===== src/oale_pkg.sv =====
package oale_pkg;

  // Operation codes carried in the input tuser.
  localparam logic [1:0] OP_INSERT = 2'd0;
  localparam logic [1:0] OP_DELETE = 2'd1;
  localparam logic [1:0] OP_FIND   = 2'd2;
  localparam logic [1:0] OP_READ   = 2'd3;

  // Result status codes carried in the output tuser.
  localparam logic [1:0] ST_OK   = 2'd0;
  localparam logic [1:0] ST_FULL = 2'd1;
  localparam logic [1:0] ST_POS  = 2'd2;
  localparam logic [1:0] ST_MISS = 2'd3;

  localparam int unsigned ValueWidth  = 32;
  localparam int unsigned PosWidth    = 8;
  localparam int unsigned IndexWidth  = 7;
  localparam int unsigned LengthWidth = 8;

  // Commands from the controller to the datapath.
  typedef struct packed {
    logic       load;      // capture the input transfer
    logic       init_ptr;  // set the walk pointer to its start for the operation
    logic       rd_en;     // read the store at the walk pointer
    logic       step;      // advance the walk pointer
    logic       shift_wr;  // write the last read entry one place up or down
    logic       put_wr;    // write the inserted value at its position
    logic       cnt_inc;
    logic       cnt_dec;
    logic       finish;    // load the result register
    logic [1:0] st;        // status to report with finish
  } cmd_t;

  // Status from the datapath to the controller.
  typedef struct packed {
    logic [1:0] op;
    logic       full;
    logic       pos_bad;
    logic       walk_empty;
    logic       list_empty;
    logic       ptr_last;
    logic       rd_vld;
    logic       hit;
    logic       out_busy;
  } sts_t;

endpackage


===== src/ordered_array_list_engine_unit.sv =====
// Channel   Direction  Ports            Contents
// s_axis    in         tdata, tuser     one request: operation, value, position
// m_axis    out        tdata, tuser     one result: status, index, value, length
//
// A request goes from its transfer through a check and, as needed, walk, tail and put
// steps to its result; the next request can transfer in the cycle after it is loaded.
// The store has one read and one write port, so inserts, deletes and finds walk it
// one entry per cycle; reads do a single store read, and refused requests skip the walk.
// Reset clears the entry count and the handshake state; the store itself is not cleared.
// A finished result waits in the output register while the next request is taken in.
// A stalled output holds only the final step of the request behind it.
module ordered_array_list_engine_unit #(
  parameter int unsigned CAPACITY = 128
) (
  input  logic        clk_i,
  input  logic        rst_ni,
  input  logic        s_axis_tvalid_i,
  output logic        s_axis_tready_o,
  // Fields from bit 0 up: value [31:0], position [39:32].
  input  logic [39:0] s_axis_tdata_i,
  // Fields from bit 0 up: operation [1:0].
  input  logic [1:0]  s_axis_tuser_i,
  output logic        m_axis_tvalid_o,
  input  logic        m_axis_tready_i,
  // Fields from bit 0 up: found_index [6:0], read_value [38:7], length [46:39],
  // zero pad [47].
  output logic [47:0] m_axis_tdata_o,
  // Fields from bit 0 up: status [1:0].
  output logic [1:0]  m_axis_tuser_o
);
  import oale_pkg::*;

  cmd_t cmd;
  sts_t sts;

  logic [IndexWidth-1:0]        out_index;
  logic signed [ValueWidth-1:0] out_value;
  logic [LengthWidth-1:0]       out_length;

  // The controller sequences each request through check, walk and write-back steps.
  oale_ctrl u_ctrl (
    .clk_i      (clk_i),
    .rst_ni     (rst_ni),
    .in_valid_i (s_axis_tvalid_i),
    .in_ready_o (s_axis_tready_o),
    .sts_i      (sts),
    .cmd_o      (cmd)
  );

  // The datapath holds the store, the count, the walk pointer and the result register.
  oale_dp #(
    .CAPACITY (CAPACITY)
  ) u_dp (
    .clk_i        (clk_i),
    .rst_ni       (rst_ni),
    .cmd_i        (cmd),
    .sts_o        (sts),
    .in_op_i      (s_axis_tuser_i),
    .in_value_i   (s_axis_tdata_i[31:0]),
    .in_pos_i     (s_axis_tdata_i[39:32]),
    .out_valid_o  (m_axis_tvalid_o),
    .out_ready_i  (m_axis_tready_i),
    .out_status_o (m_axis_tuser_o),
    .out_index_o  (out_index),
    .out_value_o  (out_value),
    .out_length_o (out_length)
  );

  assign m_axis_tdata_o = {1'b0, out_length, out_value, out_index};

endmodule


===== src/oale_ctrl.sv =====
module oale_ctrl (
  input  logic           clk_i,
  input  logic           rst_ni,
  input  logic           in_valid_i,
  output logic           in_ready_o,
  input  oale_pkg::sts_t sts_i,
  output oale_pkg::cmd_t cmd_o
);
  import oale_pkg::*;

  localparam logic [2:0] S_IDLE  = 3'd0;
  localparam logic [2:0] S_CHECK = 3'd1;
  localparam logic [2:0] S_WALK  = 3'd2;
  localparam logic [2:0] S_TAIL  = 3'd3;
  localparam logic [2:0] S_PUT   = 3'd4;
  localparam logic [2:0] S_FIN   = 3'd5;

  logic [2:0] state_q, state_d;
  logic [1:0] st_q, st_d;
  logic       is_shift_op;

  assign in_ready_o  = (state_q == S_IDLE);
  assign is_shift_op = (sts_i.op == OP_INSERT) || (sts_i.op == OP_DELETE);

  always_comb begin
    state_d = state_q;
    st_d    = st_q;
    cmd_o   = '0;
    cmd_o.st = st_q;
    unique case (state_q)
      S_IDLE: begin
        if (in_valid_i) begin
          cmd_o.load = 1'b1;
          state_d    = S_CHECK;
        end
      end
      S_CHECK: begin
        unique case (sts_i.op)
          OP_INSERT: begin
            if (sts_i.full) begin
              st_d    = ST_FULL;
              state_d = S_FIN;
            end else if (sts_i.pos_bad) begin
              st_d    = ST_POS;
              state_d = S_FIN;
            end else if (sts_i.walk_empty) begin
              state_d = S_PUT;
            end else begin
              cmd_o.init_ptr = 1'b1;
              state_d        = S_WALK;
            end
          end
          OP_DELETE: begin
            if (sts_i.pos_bad) begin
              st_d    = ST_POS;
              state_d = S_FIN;
            end else if (sts_i.walk_empty) begin
              cmd_o.cnt_dec = 1'b1;
              st_d          = ST_OK;
              state_d       = S_FIN;
            end else begin
              cmd_o.init_ptr = 1'b1;
              state_d        = S_WALK;
            end
          end
          OP_FIND: begin
            if (sts_i.list_empty) begin
              st_d    = ST_MISS;
              state_d = S_FIN;
            end else begin
              cmd_o.init_ptr = 1'b1;
              state_d        = S_WALK;
            end
          end
          default: begin
            if (sts_i.pos_bad) begin
              st_d    = ST_POS;
              state_d = S_FIN;
            end else begin
              cmd_o.init_ptr = 1'b1;
              state_d        = S_WALK;
            end
          end
        endcase
      end
      S_WALK: begin
        if ((sts_i.op == OP_FIND) && sts_i.hit) begin
          // Stop at the first match and keep its data and index.
          st_d    = ST_OK;
          state_d = S_FIN;
        end else begin
          cmd_o.rd_en    = 1'b1;
          cmd_o.shift_wr = sts_i.rd_vld && is_shift_op;
          if (sts_i.ptr_last) begin
            state_d = S_TAIL;
          end else begin
            cmd_o.step = 1'b1;
          end
        end
      end
      S_TAIL: begin
        unique case (sts_i.op)
          OP_INSERT: begin
            cmd_o.shift_wr = 1'b1;
            state_d        = S_PUT;
          end
          OP_DELETE: begin
            cmd_o.shift_wr = 1'b1;
            cmd_o.cnt_dec  = 1'b1;
            st_d           = ST_OK;
            state_d        = S_FIN;
          end
          OP_FIND: begin
            st_d    = sts_i.hit ? ST_OK : ST_MISS;
            state_d = S_FIN;
          end
          default: begin
            st_d    = ST_OK;
            state_d = S_FIN;
          end
        endcase
      end
      S_PUT: begin
        cmd_o.put_wr  = 1'b1;
        cmd_o.cnt_inc = 1'b1;
        st_d          = ST_OK;
        state_d       = S_FIN;
      end
      S_FIN: begin
        if (!sts_i.out_busy) begin
          cmd_o.finish = 1'b1;
          state_d      = S_IDLE;
        end
      end
      default: begin
        state_d = S_IDLE;
      end
    endcase
  end

  always_ff @(posedge clk_i or negedge rst_ni) begin
    if (!rst_ni) begin
      state_q <= S_IDLE;
      st_q    <= ST_OK;
    end else begin
      state_q <= state_d;
      st_q    <= st_d;
    end
  end

endmodule


===== src/oale_dp.sv =====
module oale_dp #(
  parameter int unsigned CAPACITY = 128
) (
  input  logic                                  clk_i,
  input  logic                                  rst_ni,
  input  oale_pkg::cmd_t                        cmd_i,
  output oale_pkg::sts_t                        sts_o,
  input  logic [1:0]                            in_op_i,
  input  logic signed [oale_pkg::ValueWidth-1:0] in_value_i,
  input  logic [oale_pkg::PosWidth-1:0]         in_pos_i,
  output logic                                  out_valid_o,
  input  logic                                  out_ready_i,
  output logic [1:0]                            out_status_o,
  output logic [oale_pkg::IndexWidth-1:0]       out_index_o,
  output logic signed [oale_pkg::ValueWidth-1:0] out_value_o,
  output logic [oale_pkg::LengthWidth-1:0]      out_length_o
);
  import oale_pkg::*;

  localparam int unsigned CW = $clog2(CAPACITY + 1);
  localparam int unsigned AW = (CAPACITY > 1) ? $clog2(CAPACITY) : 1;
  localparam int unsigned EW = ((CW > PosWidth) ? CW : PosWidth) + 1;

  logic [1:0]                   op_q;
  logic signed [ValueWidth-1:0] val_q;
  logic [PosWidth-1:0]          pos_q;
  logic [CW-1:0]                cnt_q;
  logic [AW-1:0]                ptr_q, ptr_d;
  logic [AW-1:0]                rd_idx_q;
  logic                         rd_vld_q;
  logic signed [ValueWidth-1:0] rd_data_q;
  logic signed [ValueWidth-1:0] mem_q [CAPACITY];

  logic                         out_valid_q;
  logic [1:0]                   res_st_q;
  logic [IndexWidth-1:0]        res_idx_q;
  logic signed [ValueWidth-1:0] res_val_q;
  logic [LengthWidth-1:0]       res_len_q;

  logic [EW-1:0]                posx, cntx, ptrx;
  logic                         we;
  logic [AW-1:0]                wa;
  logic signed [ValueWidth-1:0] wd;

  assign posx = EW'(pos_q);
  assign cntx = EW'(cnt_q);
  assign ptrx = EW'(ptr_q);

  always_comb begin
    sts_o          = '0;
    sts_o.op       = op_q;
    sts_o.full     = (cntx >= EW'(CAPACITY));
    sts_o.list_empty = (cnt_q == '0);
    sts_o.rd_vld   = rd_vld_q;
    sts_o.hit      = rd_vld_q && (rd_data_q == val_q);
    sts_o.out_busy = out_valid_q && !out_ready_i;
    case (op_q)
      OP_INSERT: begin
        sts_o.pos_bad    = (posx == '0) || (posx > cntx + EW'(1));
        sts_o.walk_empty = (posx == cntx + EW'(1));
        sts_o.ptr_last   = (ptrx + EW'(1) == posx);
      end
      OP_DELETE: begin
        sts_o.pos_bad    = (posx == '0) || (posx > cntx);
        sts_o.walk_empty = (posx == cntx);
        sts_o.ptr_last   = (ptrx + EW'(1) == cntx);
      end
      OP_FIND: begin
        sts_o.ptr_last = (ptrx + EW'(1) == cntx);
      end
      default: begin
        sts_o.pos_bad  = (posx >= cntx);
        sts_o.ptr_last = 1'b1;
      end
    endcase
  end

  // Walk pointer: inserts walk down from the last entry, the rest walk up.
  always_comb begin
    ptr_d = ptr_q;
    if (cmd_i.init_ptr) begin
      case (op_q)
        OP_INSERT: ptr_d = AW'(cntx - EW'(1));
        OP_FIND:   ptr_d = '0;
        default:   ptr_d = AW'(posx);
      endcase
    end else if (cmd_i.step) begin
      ptr_d = (op_q == OP_INSERT) ? ptr_q - AW'(1) : ptr_q + AW'(1);
    end
  end

  // Store write port: shifted entry during a walk, or the inserted value.
  always_comb begin
    we = cmd_i.shift_wr || cmd_i.put_wr;
    if (cmd_i.put_wr) begin
      wa = AW'(posx - EW'(1));
      wd = val_q;
    end else begin
      wa = (op_q == OP_INSERT) ? rd_idx_q + AW'(1) : rd_idx_q - AW'(1);
      wd = rd_data_q;
    end
  end

  always_ff @(posedge clk_i) begin
    if (we) begin
      mem_q[wa] <= wd;
    end
    if (cmd_i.rd_en) begin
      rd_data_q <= mem_q[ptr_q];
      rd_idx_q  <= ptr_q;
    end
    if (cmd_i.load) begin
      op_q  <= in_op_i;
      val_q <= in_value_i;
      pos_q <= in_pos_i;
    end
    ptr_q <= ptr_d;
    if (cmd_i.finish) begin
      res_st_q  <= cmd_i.st;
      res_idx_q <= ((op_q == OP_FIND) && (cmd_i.st == ST_OK)) ? IndexWidth'(rd_idx_q) : '0;
      res_val_q <= ((op_q == OP_READ) && (cmd_i.st == ST_OK)) ? rd_data_q : '0;
      res_len_q <= LengthWidth'(cnt_q);
    end
  end

  always_ff @(posedge clk_i or negedge rst_ni) begin
    if (!rst_ni) begin
      cnt_q       <= '0;
      rd_vld_q    <= 1'b0;
      out_valid_q <= 1'b0;
    end else begin
      if (cmd_i.cnt_inc) begin
        cnt_q <= cnt_q + CW'(1);
      end else if (cmd_i.cnt_dec) begin
        cnt_q <= cnt_q - CW'(1);
      end
      rd_vld_q <= cmd_i.rd_en;
      if (cmd_i.finish) begin
        out_valid_q <= 1'b1;
      end else if (out_ready_i) begin
        out_valid_q <= 1'b0;
      end
    end
  end

  assign out_valid_o  = out_valid_q;
  assign out_status_o = res_st_q;
  assign out_index_o  = res_idx_q;
  assign out_value_o  = res_val_q;
  assign out_length_o = res_len_q;

endmodule


===== config.mk =====
export PLATFORM = sky130hd
export DESIGN_NAME = ordered_array_list_engine_unit
export DESIGN_NICKNAME = d
export VERILOG_FILES = /design/src/oale_pkg.sv /design/src/ordered_array_list_engine_unit.sv /design/src/oale_ctrl.sv /design/src/oale_dp.sv
export SDC_FILE = /design/constraint.sdc
export NUM_CORES = 2
export LEC_CHECK = 0
export ABC_AREA = 1
export CAP_MARGIN = 25
export CORE_UTILIZATION = 45
export CTS_CLUSTER_SIZE = 14
export DETAILED_ROUTE_END_ITERATION = 16
export DONT_BUFFER_PORTS = 1
export SKIP_LAST_GASP = 1
export SYNTH_ARGS = -nofsm -noshare
export SYNTH_HDL_FRONTEND = slang
export SYNTH_SLANG_ARGS = --single-unit

===== constraint.sdc =====
create_clock -name clk_i -period 7.85 [get_ports clk_i]
set_clock_uncertainty 0.05 [all_clocks]
set_input_delay 0.785 -clock clk_i [delete_from_list [all_inputs] [get_ports clk_i]]
set_output_delay 0.785 -clock clk_i [all_outputs]
set_load 0.01 [all_outputs]

* Word level (Yosys, flattened, before mapping)
Memory sizes are Yosys's and may differ from the RTL's. A register that Yosys moved wholly into a read port is not among the register bits.
Index checks and enable logic that the tools add are counted.
** Storage, ports and cells
- Memory bits (read-only) :: 0
- Bits in latches :: 0
- Memories kept :: 1
- Logic and storage cells :: 135
- RAM bits :: 4096
- Bits in registers :: 120
- Output and inout port bits :: 52
- Input port bits :: 46
** Memory list
- u_dp.mem_q :: words 128, width 32, read ports 1, clocked after Yosys merged registers in 1, write ports 1, line oale_dp.sv:32 : logic signed [ValueWidth-1:0] mem_q [CAPACITY];
** Operators by class
- Equal/unequal tests :: 20
- Multipliers :: 0
- Muxes and demuxes :: 62
- Reduce and logical (&&, ||, !) cells :: 24
- Shift-type cells :: 0
- Div/mod/pow operators :: 0
- Bitwise operators :: 0
- Magnitude comparators :: 4
- Add/sub/neg operators :: 10
** Operator list (count)
- $mux W3 :: 12
- $mux W7 :: 5
- $eq A32 B32 Y1 :: 1
- $mux W32 :: 1
- $sub A7 B1 Y7 const B :: 4
- $eq A8 B8 Y1 :: 3
- $mux W1 :: 21
- $mux W2 :: 9
- $pmux W3 S6 :: 1
- $mux W8 :: 2
- $add A7 B1 Y7 const B :: 2
- $pmux W7 S2 :: 1
- $add A8 B1 Y9 const B :: 1
- $eq A8 B9 Y1 :: 1
- $gt A8 B9 Y1 :: 1
- $logic_not A9 Y1 :: 1
- $pmux W3 S3 :: 1
- $add A7 B1 Y8 const B :: 1
- $add A8 B1 Y8 const B :: 1
- $ge A8 B8 Y1 :: 1
- $ge A8 B8 Y1 const B :: 1
- $gt A8 B8 Y1 :: 1
- $logic_not A8 Y1 :: 1
- $pmux W1 S2 :: 4
- other kinds (25) :: 43

* Logic depth before layout (Yosys ltp)
- Depth in word-level cells :: 9
- Gate-level depth with buffers :: 21
- Mapped depth without buffers :: 20

* Hierarchy
A second synthesis with hierarchy kept.
** Unflattened totals
- Cell total of the unflattened synthesis :: 14490
- Area total of the unflattened synthesis :: 172918.3 µm²
** By module, submodules not included
- oale_dp :: area an instance 172339.0 µm², instances 1, cells an instance 14385, seq. area each 127362.2 µm²
- oale_ctrl :: area an instance 568.0 µm², instances 1, cells an instance 103, seq. area each 125.1 µm²
- ordered_array_list_engine_unit :: area an instance 11.3 µm², instances 1, cells an instance 2, seq. area each 0.0 µm²

* Worst setup path after synthesis
No wires, ideal clock.
- Kind :: flip-flop to flip-flop
- From :: register u_ctrl.state_q[1]
- To :: memory u_dp.mem_q[0][0] (data pin)
- Data required time :: 6.602 ns
- Cell stages (with the launch flop) :: 8
- Path slack :: 0.509 ns
- Clock period less this slack :: 7.341 ns
- Library setup time :: 1.198 ns
- Data arrival time :: 6.093 ns
- Path buffers :: 3
- Cells stage by stage :: dfrtp_1 nor2_1 inv_2 nor2_2 buf_2 clkbuf_1 clkbuf_1 o21ai_0
** On the way
- Cells in the longest elaborated chain, start to end :: 3
** Ends and longest elaborated chain
- start, declared :: line oale_ctrl.sv:18 : logic [2:0] state_q, state_d;
- start signal, assigned :: line oale_ctrl.sv:146 : state_q <= state_d;
- $eq A3 B3 Y1 :: line oale_ctrl.sv:30 : unique case (state_q)
- $mux W2 :: line oale_ctrl.sv:30
- $mux W32 :: line oale_dp.sv:95 : if (cmd_i.put_wr) begin
- via u_dp.wd[0] :: line oale_dp.sv:43 : logic signed [ValueWidth-1:0] wd;
- end, declared :: line oale_dp.sv:32
The timed path passes the listed nets, and every way through them passes these cells.

* Worst setup path in the final report
- From :: register u_dp.op_q[1]
- To :: memory u_dp.mem_q[7][13], enable pin
** On the way
- Cells in the longest elaborated chain, start to end :: 8
- Elaborated cells between the ends (all ways) :: 15
- Those cells by class :: eq/ne (2); mux (7); reduce/logical (6)
** Ends and longest elaborated chain
- start, declared :: line oale_dp.sv:24 : logic [1:0] op_q;
- start signal, assigned :: line oale_dp.sv:113 : op_q <= in_op_i;
- $eq A2 B1 Y1 or $logic_not A2 Y1 (tied branches) :: line oale_ctrl.sv:23, oale_ctrl.sv:102, oale_dp.sv:99
- $logic_or A1 B1 Y1 :: line oale_ctrl.sv:23 : assign is_shift_op = (sts_i.op == OP_INSERT) || (sts_i.op == OP_DELETE);
- $logic_and A1 B1 Y1 :: line oale_ctrl.sv:93 : cmd_o.shift_wr = sts_i.rd_vld && is_shift_op;
- $mux W3 :: line oale_ctrl.sv:87 : if ((sts_i.op == OP_FIND) && sts_i.hit) begin
- $pmux W1 S2 :: line oale_ctrl.sv:30
- $logic_or A1 B1 Y1 :: line oale_dp.sv:94 : we = cmd_i.shift_wr || cmd_i.put_wr;
- $mux W1 :: line oale_dp.sv:105 : if (we) begin
- $mux W1 (implied by the code) :: line oale_dp.sv:106 : mem_q[wa] <= wd;
Several ways; a longest one is shown, not always the timed one.

==> results.json <==
{
  "outcome": "complete, no violations",
  "power_frac_seq_pct": 36.0,
  "ys_types": 51,
  "crit_arrival_ns": 6.46,
  "switching_share_pct": 41.7,
  "antenna_found_initial": 35,
  "drt_pass1_iterations": 9,
  "setup_viol": 0,
  "syn_inst": 13100,
  "period_needed_ns": 5.93,
  "mappedNetlistNets": 13200,
  "path_cells": "inv_1 -> ha_1 -> buf_4 -> clkinv_1 -> ha_1 -> inv_1 -> nor2_1 -> o21ai_0 -> nand2_1 -> or2_2 -> nand2_1 -> nand2_1 -> o21a_1 -> inv_1 -> nand2_1 -> nor2_1 -> inv_1 -> nor2_4",
  "portBuffers": 0,
  "p_comb_share_pct": 38.4,
  "die_w_um": 616,
  "drv_cap": 0,
  "drc_errors": 0,
  "io-pin-count": 98,
  "drt-initial-drc-count": 17500,
  "final_common_cell": "edfxtp_1",
  "async_flop_share_pct": 0.353,
  "synth_warnings": 0,
  "ys_ff_latch": 4248,
  "grt-ovfl-total": 0,
  "synth_top_family_by_area": "compound AO/OA/AOI/OAI gates",
  "clk_path_buf_depth": 4,
  "cts_setup_buffers": 0,
  "max-slew-margin-rel_pct": 20.1,
  "first_global_vias": 105000,
  "synth_area_um2": 169000,
  "synthMuxAreaShare_pct": 0.0118,
  "cp-start-kind": "flip-flop",
  "finalHoldViolations": 0,
  "cp_max_fo": 32,
  "post_drt_wl_per_cell_um": 29.4,
  "power_mw": 79.6,
  "synth_xor_area_share_pct": 0.196,
  "numCtsBuffers": 428,
  "grt_start_max_net_pins": 198,
  "start_util_pct": 45.4,
  "stdcell_count": 18300,
  "crit_slowest_cell": "nor2_4",
  "routed-via-count": 113000,
  "cts_tree": "done",
  "hp-class": "input pin to flip-flop",
  "drt-total-wl_mm": 538,
  "powerDensity_nw_per_um2": 418,
  "die-area_um2": 379000,
  "fin_setup_tns_ns": 0,
  "synthAdderAreaFrac_pct": 0.346,
  "fmaxAchievable_mhz": 169,
  "crit_family": "simple AND/OR/NAND/NOR gates",
  "rows": 224,
  "peakVddDrop_mv": 0.440,
  "rsz0062_at_grt": "false",
  "regToRegSetupSlack_ns": 1.92,
  "synth_top_flop_cell": "edfxtp_1",
  "core_um2": 374000,
  "cts_sinks": 4248,
  "clk_pin_slew_worst_paths_ns": 0.06,
  "clock_power_share_pct": 25.5,
  "synth_area_per_cell_um2": 12.9,
  "p_switching_mw": 33.2,
  "drive_gt1_share_pct": 7.80,
  "maxSlewViolCount": 0,
  "htreeDepth": 5,
  "hpwlAfterDp_mm": 294,
  "dp.cells": 17400,
  "place_congestion": 0.933,
  "syn2layout_area_growth_pct": 12.3,
  "synthSimpleGateAreaFrac_pct": 8.62,
  "cts_resized": 0,
  "power_leakage_nw": 60.6,
  "cts_root_buffer": "clkbuf_16",
  "grt_first_pass_wirelength_mm": 761,
  "synth_edf_count": 4233,
  "seq_area_frac_synth_pct": 75.2,
  "final_cell_mix": "edfxtp_1 (4233), nor2_1 (2675), o21ai_0 (2031)",
  "worstSetupPathType": "flip-flop to flip-flop",
  "cp-end-kind": "flip-flop",
  "path_buf_inv": 6,
  "synth_compound_area_share_pct": 12.5,
  "crit_required_ns": 8.38,
  "max_slew.worst_pin.slew_ns": 1.20,
  "antenna_left": 0,
  "internal_power_mw": 46.4,
  "critical-path-max-stage-delay_ns": 0.85,
  "fin_nets": 13000,
  "dieHeight_um": 616,
  "clock_latency_ns": 1.02,
  "track_usage_pct": 27.5,
  "period_share_pct": 75.6,
  "viasPerCell": 6.16
}
registers in the layout, summed over array words and instances (netlist names), 3 cells and up:
signal,flops
u_dp.cnt_q,8
u_dp.mem_q,4096
u_dp.rd_data_q,32
u_ctrl.state_q,3
u_dp.out_length_o,8
u_dp.out_index_o,7
u_dp.ptr_q,7
u_dp.pos_q,8
u_dp.out_value_o,32
u_dp.rd_idx_q,7
u_dp.val_q,32
stage by stage:
step	worst slack, ns	instance area, µm²	hold slack [ns]	utilization (%)
detailed placement	2.11	175000	0.439	46.9
global route	1.72	190000	0.0600	50.9
finish	1.92	190000	0.0603	50.9
CTS	2.07	190000	0.00304	50.7
global placement	2.04	175000	0.440	46.8
floorplan	0.509	169000	0.370	-
power groups by stage:
stage	registers, mW	clock network, mW	logic (mW)
2_1_floorplan	30.1	0	15.9
3_3_place_gp	29.1	0	29.2
3_5_place_dp	29.1	0	29.6
4_1_cts	28.7	20.5	29.7
5_1_grt	28.7	21.3	31.8
6_report	28.7	20.3	30.6
final cells by class:
cell class                 instances  area, µm²
antenna                            8       20.0
clock buffer                     517      11200
clock inverter                   268       2700
fill                           31300     183000
tap                             4972       6220
timing repair buffer             334       4100
inverter                         218        872
sequential                      4248     127000
multi-input combinational       7726      37800
cells in the mapped netlist, drive strengths merged, types with 15 or more instances:
cell type,n,area [µm²]
a21oi,47,239
buf,398,2340
clkbuf,532,2000
dfrtp,15,375
edfxtp,4233,127000
ha,42,526
inv,212,801
nand2,563,2120
nand3,327,1670
nor2,2762,10400
nor3,16,80.1
o211ai,20,150
o21ai,2603,13000
o22ai,1240,7760
or2,27,169
xor2,28,245
final timing paths:
check	from	depth (start not counted)	end
max	u_dp.op_q[1]	18	u_dp.mem_q[7][13]
min	s_axis_tvalid_i	2	u_dp.op_q[1]
max reg2reg	u_dp.op_q[1]	18	u_dp.mem_q[7][13]
min reg2reg	u_ctrl.st_q[0]	0	u_dp.out_status_o[0]
max in group asynchronous	rst_ni	1	u_ctrl.state_q[0]
min in group asynchronous	rst_ni	1	u_dp.cnt_q[6]
repair_timing:
action,4_1_cts,5_1_grt
endpoints found under the setup margin,0,0
hold endpoints to repair,60,0
hold buffers,44,0
per-layer routing:
layer	global-route usage (%)	routed length, µm	part of all wire [%]	vias to the layer above
met4	12.4	26800	5.0	24
li1	-	-	-	48400
met2	41.1	237000	44	6838
met3	6.53	64600	12	1005
met1	38.4	209000	39	56400
met5	0	134	0.025	-
worst register-to-register path, delay by kind of cell, from the launching register on:
family | cells | cell delay (ns)
DFF | 1 | 0.44
buffers and inverters | 6 | 1.37
AOI/OAI and AO/OA | 2 | 0.36
and+or+nand+nor | 8 | 2.64
adders and majority gates | 2 | 0.66
cell families (layout without fill, tap and decap cells):
kind of cell / Yosys count / after routing
AOI/OAI and AO/OA: 3917 / 3917
xor gates and xnor gates: 38 / 38
adders and majority gates: 45 / 45
buffers and inverters: 1148 / 1337
DFF: 4248 / 4248
muxes: 2 / 2
other: 1 / 9
and+or+nand+nor: 3723 / 3723
Note: power is estimated with default switching activity, not from simulation.
